==> config.mk <==
export PLATFORM = sky130hd
export DESIGN_NAME = settable_countdown_timer
export DESIGN_NICKNAME = d
export VERILOG_FILES = /design/src/sct_pkg.sv /design/src/sct_step.sv /design/src/settable_countdown_timer.sv
export SDC_FILE = /design/constraint.sdc
export NUM_CORES = 1
export LEC_CHECK = 0
export BUFFER_PORTS_ARGS = -buffer_cell sky130_fd_sc_hd__buf_2
export CORE_ASPECT_RATIO = 0.8
export CORE_MARGIN = 3
export CORE_UTILIZATION = 43
export CTS_BUF_LIST = sky130_fd_sc_hd__clkbuf_8
export DETAILED_ROUTE_END_ITERATION = 8
export PLACE_DENSITY_LB_ADDON = 0.25
export SYNTH_ARGS = -nofsm -noshare
export SYNTH_HDL_FRONTEND = slang
export SYNTH_SLANG_ARGS = --single-unit
==> constraint.sdc <==
create_clock -name clk -period 3.5 [get_ports clk]
set_input_delay 0.175 -clock clk [delete_from_list [all_inputs] [get_ports clk]]
set_output_delay 0.175 -clock clk [all_outputs]
set_load 0.005 [all_outputs]
==> src/sct_pkg.sv <==
// sct_pkg: shared types and codes for the settable countdown timer
// no dependencies; imported by sct_step and settable_countdown_timer
`default_nettype none

package sct_pkg;

  localparam int IN_DATA_W  = 16;
  localparam int IN_USER_W  = 2;
  localparam int OUT_DATA_W = 32;

  localparam logic [1:0] ACT_TICK   = 2'd0;
  localparam logic [1:0] ACT_UPDATE = 2'd1;
  localparam logic [1:0] ACT_LEAVE  = 2'd2;

  localparam logic [2:0] KEY_SET   = 3'd1;
  localparam logic [2:0] KEY_SHIFT = 3'd2;
  localparam logic [2:0] KEY_ADD   = 3'd3;
  localparam logic [2:0] KEY_SUB   = 3'd4;

  localparam logic [1:0] MODE_RUNNING = 2'd0;
  localparam logic [1:0] MODE_EDIT    = 2'd1;
  localparam logic [1:0] MODE_STOPPED = 2'd2;
  localparam logic [1:0] MODE_DONE    = 2'd3;

  localparam logic [1:0] FIELD_HOURS   = 2'd0;
  localparam logic [1:0] FIELD_MINUTES = 2'd1;
  localparam logic [1:0] FIELD_SECONDS = 2'd2;

  localparam logic [6:0] HOUR_MAX   = 7'd99;
  localparam logic [5:0] MINSEC_MAX = 6'd59;
  localparam logic [3:0] TENTH_MAX  = 4'd9;

  localparam logic [7:0] BLINK_RESET = 8'd150;

  typedef struct packed {
    logic [6:0] hours;
    logic [5:0] minutes;
    logic [5:0] seconds;
    logic [3:0] tenths;
    logic [1:0] mode;
    logic [1:0] field;
    logic [8:0] blink_timer;
    logic       hidden;
  } state_t;

endpackage

`default_nettype wire

==> src/sct_step.sv <==
// sct_step: next-state logic of the countdown timer for one word
// depends on sct_pkg
`default_nettype none

module sct_step
  import sct_pkg::*;
(
  input  var state_t     cur,
  input  wire [1:0]      action,
  input  wire [2:0]      key,
  input  wire [7:0]      elapsed_ms,
  input  wire            view_active,
  input  wire [7:0]      half_period,
  output var state_t     nxt,
  output logic           ring
);

  function automatic logic [6:0] step_field(input logic [6:0] v, input logic [6:0] top,
                                            input logic up);
    logic [6:0] r;
    if (up) begin
      r = (v >= top) ? 7'd0 : v + 7'd1;
    end else begin
      r = (v == 7'd0 || v > top) ? top : v - 7'd1;
    end
    return r;
  endfunction

  logic       hms_zero;
  logic       all_zero;
  state_t     dec;
  logic [8:0] blink_sum;
  logic       up;

  assign hms_zero = (cur.hours == 7'd0) && (cur.minutes == 6'd0) && (cur.seconds == 6'd0);
  assign all_zero = hms_zero && (cur.tenths == 4'd0);
  assign blink_sum = cur.blink_timer + {1'b0, elapsed_ms};
  assign up = (key == KEY_ADD);

  // one tenth down with borrow; mode done when the result reaches zero
  always_comb begin
    dec = cur;
    if (cur.tenths != 4'd0) begin
      dec.tenths = cur.tenths - 4'd1;
    end else begin
      dec.tenths = TENTH_MAX;
      if (cur.seconds != 6'd0) begin
        dec.seconds = cur.seconds - 6'd1;
      end else begin
        dec.seconds = MINSEC_MAX;
        if (cur.minutes != 6'd0) begin
          dec.minutes = cur.minutes - 6'd1;
        end else begin
          dec.minutes = MINSEC_MAX;
          dec.hours = cur.hours - 7'd1;
        end
      end
    end
    if (dec.hours == 7'd0 && dec.minutes == 6'd0 && dec.seconds == 6'd0 &&
        dec.tenths == 4'd0) begin
      dec.mode = MODE_DONE;
    end
  end

  always_comb begin
    nxt = cur;
    ring = 1'b0;
    unique case (action)
      ACT_TICK: begin
        if (cur.mode == MODE_RUNNING) begin
          if (all_zero) begin
            nxt.mode = MODE_DONE;
          end else begin
            nxt = dec;
          end
        end
      end
      ACT_UPDATE: begin
        if (cur.mode == MODE_DONE) begin
          nxt.mode = MODE_STOPPED;
          ring = 1'b1;
        end
        if (nxt.mode == MODE_RUNNING || nxt.mode == MODE_STOPPED) begin
          if (view_active) begin
            if (key == KEY_SET) begin
              nxt.mode = MODE_EDIT;
            end else if (key == KEY_SHIFT) begin
              if (hms_zero || nxt.mode == MODE_RUNNING) begin
                nxt.mode = MODE_STOPPED;
              end else begin
                nxt.mode = MODE_RUNNING;
              end
            end
          end
        end else if (view_active) begin
          nxt.blink_timer = blink_sum;
          if (blink_sum >= {1'b0, half_period}) begin
            nxt.hidden = ~cur.hidden;
            nxt.blink_timer = 9'd0;
          end
          if (key == KEY_SET) begin
            nxt.mode = MODE_STOPPED;
            nxt.field = FIELD_HOURS;
            nxt.blink_timer = 9'd0;
            nxt.hidden = 1'b0;
            nxt.tenths = TENTH_MAX;
          end else if (key == KEY_SHIFT) begin
            nxt.field = (cur.field >= FIELD_SECONDS) ? FIELD_HOURS : cur.field + 2'd1;
          end else if (key == KEY_ADD || key == KEY_SUB) begin
            if (cur.field == FIELD_HOURS) begin
              nxt.hours = step_field(cur.hours, HOUR_MAX, up);
            end else if (cur.field == FIELD_MINUTES) begin
              nxt.minutes = 6'(step_field({1'b0, cur.minutes}, {1'b0, MINSEC_MAX}, up));
            end else begin
              nxt.seconds = 6'(step_field({1'b0, cur.seconds}, {1'b0, MINSEC_MAX}, up));
            end
            nxt.hidden = 1'b0;
            nxt.blink_timer = 9'd0;
          end
        end
      end
      ACT_LEAVE: begin
        nxt.field = FIELD_HOURS;
        nxt.blink_timer = 9'd0;
        nxt.hidden = 1'b0;
      end
      default: begin
        nxt = cur;
      end
    endcase
  end

endmodule

`default_nettype wire

==> src/settable_countdown_timer.sv <==
// settable_countdown_timer: hh:mm:ss.t countdown with setting mode and blink
// depends on sct_pkg and sct_step
//
// input channel s_*: one word per event; s_tuser selects tick, key update or
//   leave, s_tdata carries key, elapsed milliseconds and foreground flag
// output channel m_*: one word per input word with the time, mode, selected
//   field, blank flag and ring pulse after that event
// config: cfg_we writes cfg_wdata into the blink half period (ms)
// path: an accepted input word goes into the input register, then the state
//   update writes the result word into the output register
// throughput: one word per cycle while the output is not stalled; the state
//   update is combinational, so consecutive words apply back to back
// stall: while m_tready is low the output word holds, one more word waits
//   in the input register, and s_tready then drops
// reset: rst clears the time to zero, mode counting, selection hours,
//   blink timer and blank flag cleared, half period 150 ms
`default_nettype none

module settable_countdown_timer
  import sct_pkg::*;
(
  input  wire                  clk,
  input  wire                  rst,
  input  wire                  cfg_we,
  input  wire [7:0]            cfg_wdata,
  input  wire                  s_tvalid,
  output logic                 s_tready,
  input  wire [IN_DATA_W-1:0]  s_tdata,   // key[2:0], elapsed_ms[10:3], foreground[11]
  input  wire [IN_USER_W-1:0]  s_tuser,   // action[1:0]
  output logic                 m_tvalid,
  input  wire                  m_tready,
  output logic [OUT_DATA_W-1:0] m_tdata   // hours[6:0], minutes[12:7], seconds[18:13],
                                          // tenths[22:19], mode[24:23],
                                          // selected_field[26:25], field_hidden[27],
                                          // ring[28]
);

  logic       in_valid;
  logic [1:0] in_action;
  logic [2:0] in_key;
  logic [7:0] in_elapsed;
  logic       in_fg;
  logic [7:0] half_period;
  state_t     st;
  state_t     st_next;
  logic       ring;
  logic       adv;
  logic       fire;
  logic       hidden_out;

  assign adv = !m_tvalid || m_tready;
  assign fire = in_valid && adv;
  assign s_tready = !in_valid || adv;
  assign hidden_out = (st_next.mode == MODE_EDIT) ? st_next.hidden : 1'b0;

  sct_step u_step (
    .cur           (st),
    .action        (in_action),
    .key           (in_key),
    .elapsed_ms    (in_elapsed),
    .view_active   (in_fg),
    .half_period   (half_period),
    .nxt           (st_next),
    .ring          (ring)
  );

  always_ff @(posedge clk) begin
    if (rst) begin
      in_valid <= 1'b0;
      m_tvalid <= 1'b0;
      half_period <= BLINK_RESET;
      st <= '{hours: 7'd0, minutes: 6'd0, seconds: 6'd0, tenths: 4'd0,
              mode: MODE_RUNNING, field: FIELD_HOURS, blink_timer: 9'd0,
              hidden: 1'b0};
    end else begin
      if (s_tready) begin
        in_valid <= s_tvalid;
      end
      if (adv) begin
        m_tvalid <= in_valid;
      end
      if (fire) begin
        st <= st_next;
      end
      if (cfg_we) begin
        half_period <= cfg_wdata;
      end
    end
  end

  // payload
  always_ff @(posedge clk) begin
    if (s_tvalid && s_tready) begin
      in_action <= s_tuser;
      in_key <= s_tdata[2:0];
      in_elapsed <= s_tdata[10:3];
      in_fg <= s_tdata[11];
    end
    if (fire) begin
      m_tdata <= {3'b000, ring, hidden_out, st_next.field, st_next.mode, st_next.tenths,
                  st_next.seconds, st_next.minutes, st_next.hours};
    end
  end

`ifndef NO_ASSERTIONS
  a_ring_stops: assert property (@(posedge clk) disable iff (rst)
    m_tvalid && m_tdata[28] |->
      m_tdata[24:23] != MODE_RUNNING && m_tdata[24:23] != MODE_DONE)
    else $error("ring outside stopped or setting mode");

  a_hidden_setting: assert property (@(posedge clk) disable iff (rst)
    m_tvalid && m_tdata[27] |-> m_tdata[24:23] == MODE_EDIT)
    else $error("field blanked outside setting mode");

  a_tenths_range: assert property (@(posedge clk) disable iff (rst)
    st.tenths <= TENTH_MAX && st.minutes <= MINSEC_MAX && st.seconds <= MINSEC_MAX)
    else $error("time digit out of range");

  a_hours_range: assert property (@(posedge clk) disable iff (rst)
    st.hours <= HOUR_MAX && st.field <= FIELD_SECONDS)
    else $error("hours or selected field out of range");

  a_state_hold: assert property (@(posedge clk) disable iff (rst)
    !$past(fire) && !$past(rst) |-> $stable(st))
    else $error("state changed without a word");
`endif

endmodule

`default_nettype wire
==> summary.txt, run 1 <==
Clock tree
  • Clk Latency, worst-skew pair: 0.39 ns
  • Clock buffer count from CTS: 9
  • Clk buf depth: 2
  • Clock Pin Slew Worst Setup and Hold Paths: 0.10 ns
  • CTS tree: yes
  • Clk sinks: 90
  • CTS H-tree lvls: 3
  • CTS Root Cell: clkbuf_8

Power
  • Power Dens Cells: approximately 380 mW/mm^2
  • Peak supply drop: 300 uV
  • Leak: 2.80 nW
  • PnR Total Power: 2.68 mW

Timing
  • RSZ-0062 raised after global routing: no
  • Final Max Tran Viols: 0
  • Max Clock Skew: 0.0121 ns
  • Worst-Margin Slew: 0.890 ns
  • Period minus WS final: 3.27 ns
  • Final Hold Violating Endpoints: 0
  • Max Clk Rate: 0.306 GHz
  • Setup tns final: 0 ns
  • Final number of setup-violating endpoints: 0
  • Final period utilization: between 90% and 100%
  • WHS: 0.0164 ns
  • Max transition margin: 40.6%

Die
  • DIE WIDTH: ~140 microns
  • Core area: around 0.014 sq mm
  • Die Height: 112 microns
  • Die ar.: 0.0155 sq mm
  • Cell Rows: 38
  • IO Pins: 65
  • Initial core utilization: 44.2%

Place
  • Routability cong.: 0.952
  • Cells after DPL: 938
  • PortBufs: 57
  • DP HPWL: 12,100 microns

Synthesis
  • Syn avg cell area: 8.41 sq um
  • Yosys reg bits: 90
  • Synth Warn #: 0
  • Netlist cell types: 85
  • Synth cell count leaders: nand2_1 (72), nor2_1 (71), dfxtp_1 (47), edfxtp_1 (43), a21oi_1 (42)
  • Number of synthesized flops with an enable pin: 43
  • Mapped Area: 0.00603 sq mm
  • Top FF cell, synth: dfxtp_1
  • Yosys top cell area share: 21.4%
  • Yosys top cell by area: edfxtp_1
  • Post-synth ARST share: 0%
  • Most common cell in the netlist: nand2_1
  • Syn Inst Count: 717
  • Seq/Total Area, Yosys: a little under two fifths
  • Synth area leaders: edfxtp_1 (21%), dfxtp_1 (16%), ha_1 (5.4%)

Routing
  • Vias per cell: 6.00
  • Pre-antenna DRT Iters: 6
  • Routed WL per cell: approximately 18 microns
  • Residual DRC: 0
  • Vias: 5,830
  • Post-Route WL: 17,600 microns
  • Iter 0 DRT Violations: 643
  • Antenna Violating Nets Remaining: 0

Run status
  • Status: complete, no violations

Run
  • Max-cap violations: 0

Final layout
  • Share of cells above drive strength 1: between 10% and 20%
  • Final net count: 845
  • Final core utilization: 51.2%
  • Non-filler instance count after layout: 972
  • Area Overhead vs Synth: 15.9%
  • ANT cells: 0

Setup path
  • Required @ worst endpoint: ~3.6 ns
  • CP Capture Type: register
  • Crit Path Class: register to register
  • Crit-path max FO: 3
  • Startpoint types: register
  • CP Data Arrival Time: 3.41 ns

Global route
  • First-pass GRT wire length: roughly 29,000 microns
  • GR peak layer: met1
  • Met2 usage: 33.1%
  • Pin count of the biggest net entering global routing: 53
  • Overall global routing resource usage: approximately 23%
  • Met3 usage: 5.54%
  • Grt total ovfl: 0
  • Initial antenna violation count: 0
  • Met1 global-route usage: 33.4%
  • Vias in the first global route: 5,567

Min path
  • Hold Path Class: input pin to register
[registers in the layout, summed over array words and instances, names as in the netlist]
register     flops
in_fg            1
m_tdata         29
m_tvalid         1
in_action        2
in_key           3
st              37
in_valid         1
in_elapsed       8
half_period      8
[logic make-up (layout without fill, tap and decap cells)]
family | Yosys count | after routing | synth area share (%)
adders and majority gates | 27 | 27 | 5.72
xor gates and xnor gates | 14 | 14 | 2.03
buffers and inverters | 94 | 167 | 6.47
AOI/OAI and AO/OA | 219 | 219 | 25.1
muxes | 6 | 6 | 1.04
DFF | 90 | 90 | 37.0
and+or+nand+nor | 266 | 266 | 22.6
other | 1 | 3 | 0.0622
[metrics by stage]
step	worst slack (ns)	cell area [sq um]
5_1_grt	0.0378	6990
2_1_floorplan	0.436	6040
6_report	0.235	6990
3_3_place_gp	0.151	6590
3_5_place_dp	0.154	6590
4_1_cts	0.137	6980
[worst paths after layout]
check | startpoint | to | slack (ns) | cells past startpoint
max | in_elapsed[1] | m_tdata[27] | 0.23 | 14
min | cfg_wdata[4] | half_period[4] | 0.02 | 3
max reg2reg | in_elapsed[1] | m_tdata[27] | 0.23 | 14
min reg2reg | half_period[1] | half_period[1] | 0.49 | 2
[placed cells by master, fill, tap and decap left out, types with 10 or more instances in the layout]
cell           Yosys  routed
buf_4              3      39
o21ai_0           35      35
nand3_1           23      23
nor3_1            21      21
a21oi_1           42      42
a31oi_1           18      18
ha_1              26      26
o21ai_1           10      10
edfxtp_1          43      43
buf_2              9      57
nor2_1            71      71
inv_1             34      34
clkbuf_8           0      10
dlygate4sd3_1      0      18
o21a_1            10      10
dfxtp_1           47      47
nand2_1           72      72
[final cells by class]
type                    count  area [sq um]
clock buffers              10           138
clock inverters             6          66.3
fillers                  1275          6650
inverters                  37           139
multi-input cells         535          3430
flip-flops and latches     90          2230
well taps                 180           225
repair buffers            114           758
[worst max-delay path: stages, from the launching register on]
cell and delay (ns):
edfxtp_1 0.40, ha_1 0.30, a21o_1 0.18, a21oi_1 0.23, nor2b_1 0.08, o21a_1 0.20
nor2_1 0.12, xnor2_1 0.16, ha_1 0.28, a211oi_1 0.25, a21oi_1 0.12, a211oi_2 0.27
nor3_1 0.11, a221oi_1 0.27, nor3b_2 0.09
[power by group]
group	total [mW]	switching (mW)	internal, mW
Sequential	1.22	0.0502	1.17
Clock	0.747	0.397	0.351
Combinational	0.718	0.431	0.287
[layer usage]
metal	vias up	share of wire, %
met3	31	9.0
met1	2722	46
met4	0	1.9
li1	2781	-
met2	296	43
met5	-	0
[repair_timing]
action	CTS	global route
setup buffers	0	0
hold buffers	18	0
setup endpoints to repair	0	9
resized for setup	0	4
endpoints found under the hold margin	18	0
Power figures use the tool's default switching activity.
==> run 2: changes to the inputs <==
--- a/config.mk
+++ b/config.mk
@@ -5,12 +5,12 @@
 export SDC_FILE = /design/constraint.sdc
 export NUM_CORES = 1
 export LEC_CHECK = 0
-export BUFFER_PORTS_ARGS = -buffer_cell sky130_fd_sc_hd__buf_2
 export CORE_ASPECT_RATIO = 0.8
 export CORE_MARGIN = 3
 export CORE_UTILIZATION = 43
 export CTS_BUF_LIST = sky130_fd_sc_hd__clkbuf_8
 export DETAILED_ROUTE_END_ITERATION = 8
+export DONT_BUFFER_PORTS = 1
 export PLACE_DENSITY_LB_ADDON = 0.25
 export SYNTH_ARGS = -nofsm -noshare
 export SYNTH_HDL_FRONTEND = slang
==> run 2 against run 1 <==
Clock power rose by 9.4%. Sequential share of layout area increased by 0.66 points. Global-route usage about the same. Largest cell class unchanged.
==> summary.txt, run 2 (synthesis results as in run 1) <==
Run status
  • Status: complete, no violations

Power
  • Leak: 2.63 nW (-6.2%)
  • Peak supply drop: 285 uV (-5.0%)
  • Power Dens Cells: 399 mW/mm^2 (+4.1%)

Setup path
  • Worst reg2reg setup slack: 0.21 ns (-0.03 ns)
  • Capturing point of the worst reg2reg path: m_tdata[27]
  • Setup crit start: in_elapsed[1]
  • CP Data Arrival Time: 3.45 ns (+0.04 ns)
  • Worst path cell trace: ha_1, a21o_1, a21oi_1, nor2b_1, o21a_1, o41ai_2, xnor2_1, ha_1, o21ai_0, a21oi_1, a211oi_2, a21o_1, a221oi_2, nor3b_2
  • Startpoint types: register
  • Crit-path max FO: 3 (unchanged)
  • Reg2Reg Depth: 14 (unchanged)
  • Reg-to-reg startpoint: in_elapsed[1]
  • CP max-delay cell: edfxtp_1
  • Crit Path Class: register to register
  • Slowest stage delay, CP: 0.42 ns (+0.02 ns)
  • CP Capture Type: register
  • Required @ worst endpoint: 3.66 ns (+0.02 ns)

Timing
  • RSZ-0062 raised after global routing: no
  • Max Clock Skew: 0.0124 ns (+0.000247 ns)
  • WHS: 0.0789 ns (+0.0624 ns)
  • Final period utilization: 94.1% (+0.78 points)
  • Final Max Tran Viols: 0 (unchanged)
  • Final number of setup-violating endpoints: 0 (unchanged)
  • Max Clk Rate: 0.304 GHz (-0.83%)
  • Period minus WS final: 3.29 ns (+0.0274 ns)
  • Final Hold Violating Endpoints: 0 (unchanged)
  • Max transition margin: 44.6% (+4.0 points)
  • Final Worst Setup Slack: 0.208 ns (-0.0274 ns)
  • Setup tns final: 0 ns (unchanged)
  • Worst-Margin Slew: 0.831 ns (-0.0595 ns)

Final layout
  • Top reg by flops: st
  • Fillers: 1,304 (+2.3%)
  • Final core utilization: 50.2% (-1.0 points)
  • Final net count: 799 (-5.4%)
  • ANT cells: 0 (unchanged)
  • Max reg flops: 37 (unchanged)
  • Commonest non-fill, non-tap cell in the layout: nand2_1
  • Area Overhead vs Synth: 13.5%
  • Share of cells above drive strength 1: 11.0% (-6.4 points)
  • Commonest cells after routing, fill and taps aside: nand2_1 (72), nor2_1 (71), dfxtp_1 (47), edfxtp_1 (43), a21oi_1 (42)
  • Biggest regs: st x37, m_tdata x29

Global route
  • Initial antenna violation count: 0 (unchanged)
  • First-pass GRT wire length: 28,700 microns (-0.45%)
  • Grt total ovfl: 0 (unchanged)
  • Pin count of the biggest net entering global routing: 53 (unchanged)
  • Vias in the first global route: 5,432 (-2.4%)
  • Overall global routing resource usage: 22.8% (about the same)

Clock tree
  • Clk sinks: 90 (unchanged)
  • Clk buf depth: 2 (unchanged)
  • CTS H-tree lvls: 3 (unchanged)
  • Clk Latency, worst-skew pair: 0.39 ns (about the same)
  • Clock buffer count from CTS: 9 (unchanged)
  • CTS tree: yes
  • Clock Pin Slew Worst Setup and Hold Paths: 0.10 ns (about the same)
  • CTS Root Cell: clkbuf_8
  • # Post-CTS Setup Buffers: 0 (unchanged)

Min path
  • Hold Path Class: input pin to register
  • Min-Delay Endpoint: st[6]
  • Critical hold path startpoint: rst
  • Worst hold stages: 2 (-1)

Die
  • IO Pins: 65 (unchanged)
  • Core area: 0.0136 sq mm (unchanged)
  • Die ar.: 0.0155 sq mm (unchanged)
  • Initial core utilization: 44.2% (unchanged)
  • Die Height: 112 microns (unchanged)
  • Cell Rows: 38 (unchanged)
  • DIE WIDTH: 138 microns (unchanged)

Place
  • DP HPWL: 12,000 microns (-0.82%)
  • Routability cong.: 0.952 (about the same)
  • Setup WS pre-CTS: -0.000676 ns (-0.155 ns)
  • PortBufs: 0 (-100%)

Run
  • Max-cap violations: 0 (unchanged)

Routing
  • Antenna Violating Nets Remaining: 0 (unchanged)
  • Residual DRC: 0 (unchanged)
  • Vias per cell: 6.12 (+2.0%)
  • Iter 0 DRT Violations: 520 (-19%)
  • Post-Route WL: 17,500 microns (about the same)
  • Pre-antenna DRT Iters: 5 (-1)
  • Routed WL per cell: 18.9 microns (+4.9%)
  • Vias: 5,667 (-2.8%)
-- run 2: changes by cell type in the layout (fill, tap and decap cells not counted), sizes merged --
| cell | before | now |
|---|---|---|
| dlygate4sd3 | 18 | 28 |
| bufinv | 1 | 2 |
| clkinvlp | 0 | 1 |
| clkbuf | 10 | 9 |
| inv | 36 | 39 |
| clkinv | 6 | 2 |
| buf | 96 | 40 |
-- run 2: worst max-delay path by stage --
stage	end	depth (start not counted)	slack, ns
after floorplan	m_tdata[27]	14	0.44
after global placement	m_tdata[27]	14	0.15
after detailed placement	m_tdata[27]	14	-0.0007
after CTS	m_tdata[27]	14	0.08
after global routing	m_tdata[27]	14	0.03
final	m_tdata[27]	14	0.21
-- run 2: routing by layer --
metal,global-route usage [%],share of wire (%),vias to the layer above
li1,-,-,2696
met1,32.2,48,2692
met2,34.5,43,256
met3,6.10,7.9,23
met4,6.32,1.4,0
met5,0,0,-
-- run 2: metrics by stage --
stage	power [mW]	area, sq um	instances
floorplan	1.69	6040	719
detailed placement	1.88	6310	881
finish	2.73	6850	926
global route	2.87	6850	926
CTS	2.74	6840	926
global placement	1.87	6310	881
-- run 2: critical path, delay by kind of cell (launching register included) --
kind | cells | cell delay, ns
AND/OR/NAND/NOR | 2 | 0.16
AO/OA/AOI/OAI | 9 | 1.72
XOR/XNOR | 1 | 0.15
adder cells (fa/ha/maj) | 2 | 0.60
flip-flops | 1 | 0.42
-- run 2: final cells by class --
cell class              count  area [sq um]  share of cell area [%]
flip-flops and latches     90          2230                    32.6
clock inverters             7          98.8                    1.44
repair buffers             68           593                    8.66
inverters                  37           139                    2.03
well taps                 180           225                    3.29
multi-input cells         535          3440                    50.2
clock buffers               9           124                    1.81
-- run 2: what timing repair did --
action,CTS,global route
gates resized for setup,1,3
endpoints found under the setup margin,1,9
pin swaps,0,0
hold buffers,29,0
endpoints found under the hold margin,51,0
-- run 2: power breakdown --
| group | total [mW] | leakage, nW | switching [mW] | internal [mW] |
|---|---|---|---|---|
| clock | 0.817 | 0.111 | 0.409 | 0.408 |
| combinational | 0.694 | 1.71 | 0.419 | 0.275 |
| sequential | 1.22 | 0.801 | 0.0559 | 1.17 |
| total | 2.73 | 2.63 | 0.884 | 1.85 |
==> run 3: changes to the inputs <==
--- a/config.mk
+++ b/config.mk
@@ -11,7 +11,8 @@
 export CTS_BUF_LIST = sky130_fd_sc_hd__clkbuf_8
 export DETAILED_ROUTE_END_ITERATION = 8
 export DONT_BUFFER_PORTS = 1
-export PLACE_DENSITY_LB_ADDON = 0.25
+export PLACE_DENSITY = 0.55
+export RECOVER_POWER = 50
 export SYNTH_ARGS = -nofsm -noshare
 export SYNTH_HDL_FRONTEND = slang
 export SYNTH_SLANG_ARGS = --single-unit
==> run 3 against run 2 <==
Flip-flop and latch count did not move. Clock power down 13%. Via count shrank 0.60%. Non-clock buffer count is 8 higher. Register-to-register slack is essentially flat. First-iteration DRC count is 0.38% higher. Sequential power about the same. Cell area rose by 0.33%. Critical path depth is the same.
==> summary.txt, run 3 (synthesis results as in run 1) <==
Place
  • DP HPWL: 12,200 microns (+2.1%)
  • PortBufs: 0 (unchanged)
  • Cells after DPL: 888 (+0.79%)
  • Routability cong.: 0.905 (-5.0%)
  • Setup WS pre-CTS: -0.0459 ns (-0.0452 ns)

Final layout
  • Commonest non-fill, non-tap cell in the layout: nand2_1
  • Commonest cells after routing, fill and taps aside: nand2_1 (72), nor2_1 (71), dfxtp_1 (47), buf_4 (44), edfxtp_1 (43)
  • Final net count: 807 (+1.0%)
  • Area Overhead vs Synth: 13.9%
  • Share of cells above drive strength 1: 11.4% (+0.41 points)
  • Biggest regs: st x37, m_tdata x29
  • Top reg by flops: st
  • Non-filler instance count after layout: 934 (+0.86%)
  • Max reg flops: 37 (unchanged)
  • ANT cells: 0 (unchanged)

Power
  • Gate power share: 26.9% (+1.5 points)
  • P_sw: 882 uW (-0.13%)
  • Peak supply drop: 270 uV (-5.5%)
  • Leak: 2.64 nW (+0.43%)
  • Cell-internal power: 1.76 mW (-5.1%)
  • Switching part of the total: 33.5% (+1.1 points)
  • Sequential share of power: 46.3% (+1.6 points)
  • Power Dens Cells: 384 mW/mm^2 (-3.8%)
  • Clock power share: 26.8% (-3.1 points)

Clock tree
  • CTS tree: yes
  • Clock buffer count from CTS: 9 (unchanged)
  • Clk buf depth: 2 (unchanged)
  • Clock Pin Slew Worst Setup and Hold Paths: 0.10 ns (about the same)
  • Clk sinks: 90 (unchanged)
  • Clk Latency, worst-skew pair: 0.39 ns (about the same)
  • CTS Root Cell: clkbuf_8
  • CTS H-tree lvls: 3 (unchanged)
  • # Post-CTS Setup Buffers: 0 (unchanged)

Setup path
  • Reg2Reg Depth: 14 (unchanged)
  • Capturing point of the worst reg2reg path: m_tdata[27]
  • Reg-to-reg startpoint: in_elapsed[1]
  • CP Capture Type: register
  • Startpoint types: register
  • CP Data Arrival Time: 3.42 ns (-0.03 ns)
  • Worst reg2reg setup slack: 0.22 ns (about the same)
  • Required @ worst endpoint: 3.64 ns (-0.02 ns)
  • Crit Path Class: register to register
  • Crit-path max FO: 3 (unchanged)

Routing
  • Vias: 5,633 (-0.60%)
  • Residual DRC: 0 (unchanged)
  • Post-Route WL: 18,000 microns (+2.5%)
  • Routed WL per cell: 19.3 microns (+1.6%)
  • Iter 0 DRT Violations: 522 (+0.38%)
  • Pre-antenna DRT Iters: 5 (unchanged)
  • Antenna Violating Nets Remaining: 0 (unchanged)
  • Vias per cell: 6.03 (-1.5%)

Global route
  • Vias in the first global route: 5,428 (-0.074%)
  • Met2 usage: 33.1% (-1.4 points)
  • Overall global routing resource usage: 23.3% (+0.54 points)
  • First-pass GRT wire length: 29,200 microns (+1.7%)
  • Initial antenna violation count: 0 (unchanged)
  • Grt total ovfl: 0 (unchanged)
  • Met1 global-route usage: 34.0% (+1.9 points)
  • Met3 usage: 6.40% (+0.30 points)
  • GR peak layer: met1
  • Pin count of the biggest net entering global routing: 53 (unchanged)

Timing
  • Final Max Tran Viols: 0 (unchanged)
  • Final Hold Violating Endpoints: 0 (unchanged)
  • Period minus WS final: 3.28 ns (-0.00980 ns)
  • Final Worst Setup Slack: 0.217 ns (+0.00980 ns)
  • Max Clock Skew: 0.0108 ns (-0.00159 ns)
  • Final period utilization: 93.8% (-0.28 points)
  • Max Clk Rate: 0.305 GHz (+0.30%)
  • Max transition margin: 14.4% (-30 points)
  • Worst-Margin Slew: 1.28 ns (+0.453 ns)
  • Setup tns final: 0 ns (unchanged)
  • RSZ-0062 raised after global routing: no
  • WHS: 0.0836 ns (+0.00476 ns)
  • Final number of setup-violating endpoints: 0 (unchanged)

Min path
  • Min-Delay Endpoint: st[11]
  • Worst hold stages: 2 (unchanged)
  • Hold Path Class: input pin to register
  • Critical hold path startpoint: rst

Die
  • Die ar.: 0.0155 sq mm (unchanged)
  • Die Height: 112 microns (unchanged)
  • Initial core utilization: 44.2% (unchanged)
  • Cell Rows: 38 (unchanged)
  • Core area: 0.0136 sq mm (unchanged)
  • IO Pins: 65 (unchanged)
  • DIE WIDTH: 138 microns (unchanged)

Run
  • Max-cap violations: 0 (unchanged)

Run status
  • Status: complete, no violations
[run 3: final cells by class]
class / count / area [sq um]
clock inverters: 5 / 37.5
well taps: 180 / 225
clock buffers: 11 / 151
multi-input cells: 535 / 3440
fillers: 1287 / 6770
flip-flops and latches: 90 / 2230
inverters: 37 / 139
repair buffers: 76 / 649
[run 3: timing repair]
action,CTS,global route
pin swaps,0,1
setup endpoints to repair,1,9
gates resized for setup,1,3
hold endpoints to repair,51,0
hold buffers,30,0
[run 3: per-layer routing]
layer	up-vias	part of all wire, %
li1	2706	-
met1	2652	48
met2	239	42
met3	36	8.4
met4	0	2.1
met5	-	0
[run 3: critical path: stages (launching register included)]
cell      delay [ns]
edfxtp_1        0.43
ha_1            0.33
a21o_1          0.18
a21oi_1         0.23
nor2b_1         0.08
o21a_1          0.20
nor2_1          0.13
xnor2_1         0.17
ha_1            0.28
a211oi_1        0.25
a21oi_1         0.12
a211oi_2        0.24
nor3_1          0.13
a221oi_2        0.21
nor3b_2         0.08
[run 3: power by group through the flow]
stage / registers, mW / clock network [mW] / logic [mW]
global route: 1.23 / 0.779 / 0.786
detailed placement: 1.24 / 0 / 0.654
CTS: 1.22 / 0.740 / 0.699
global placement: 1.24 / 0 / 0.649
floorplan: 1.21 / 0 / 0.483
finish: 1.22 / 0.707 / 0.710
[run 3: worst max-delay path by stage]
stage,from,to
after floorplan,in_elapsed[1],m_tdata[27]
after global placement,in_elapsed[1],m_tdata[27]
after detailed placement,in_elapsed[1],m_tdata[27]
after CTS,in_elapsed[1],m_tdata[27]
after global routing,in_elapsed[1],m_tdata[27]
final,in_elapsed[1],m_tdata[27]
[run 3: per-stage QoR]
step                power (mW)  cell area (sq um)  utilization (%)
global route              2.79               6870             50.4
global placement          1.89               6360             46.6
CTS                       2.66               6860             50.3
detailed placement        1.90               6360             46.6
floorplan                 1.69               6040                -
finish                    2.64               6870             50.4
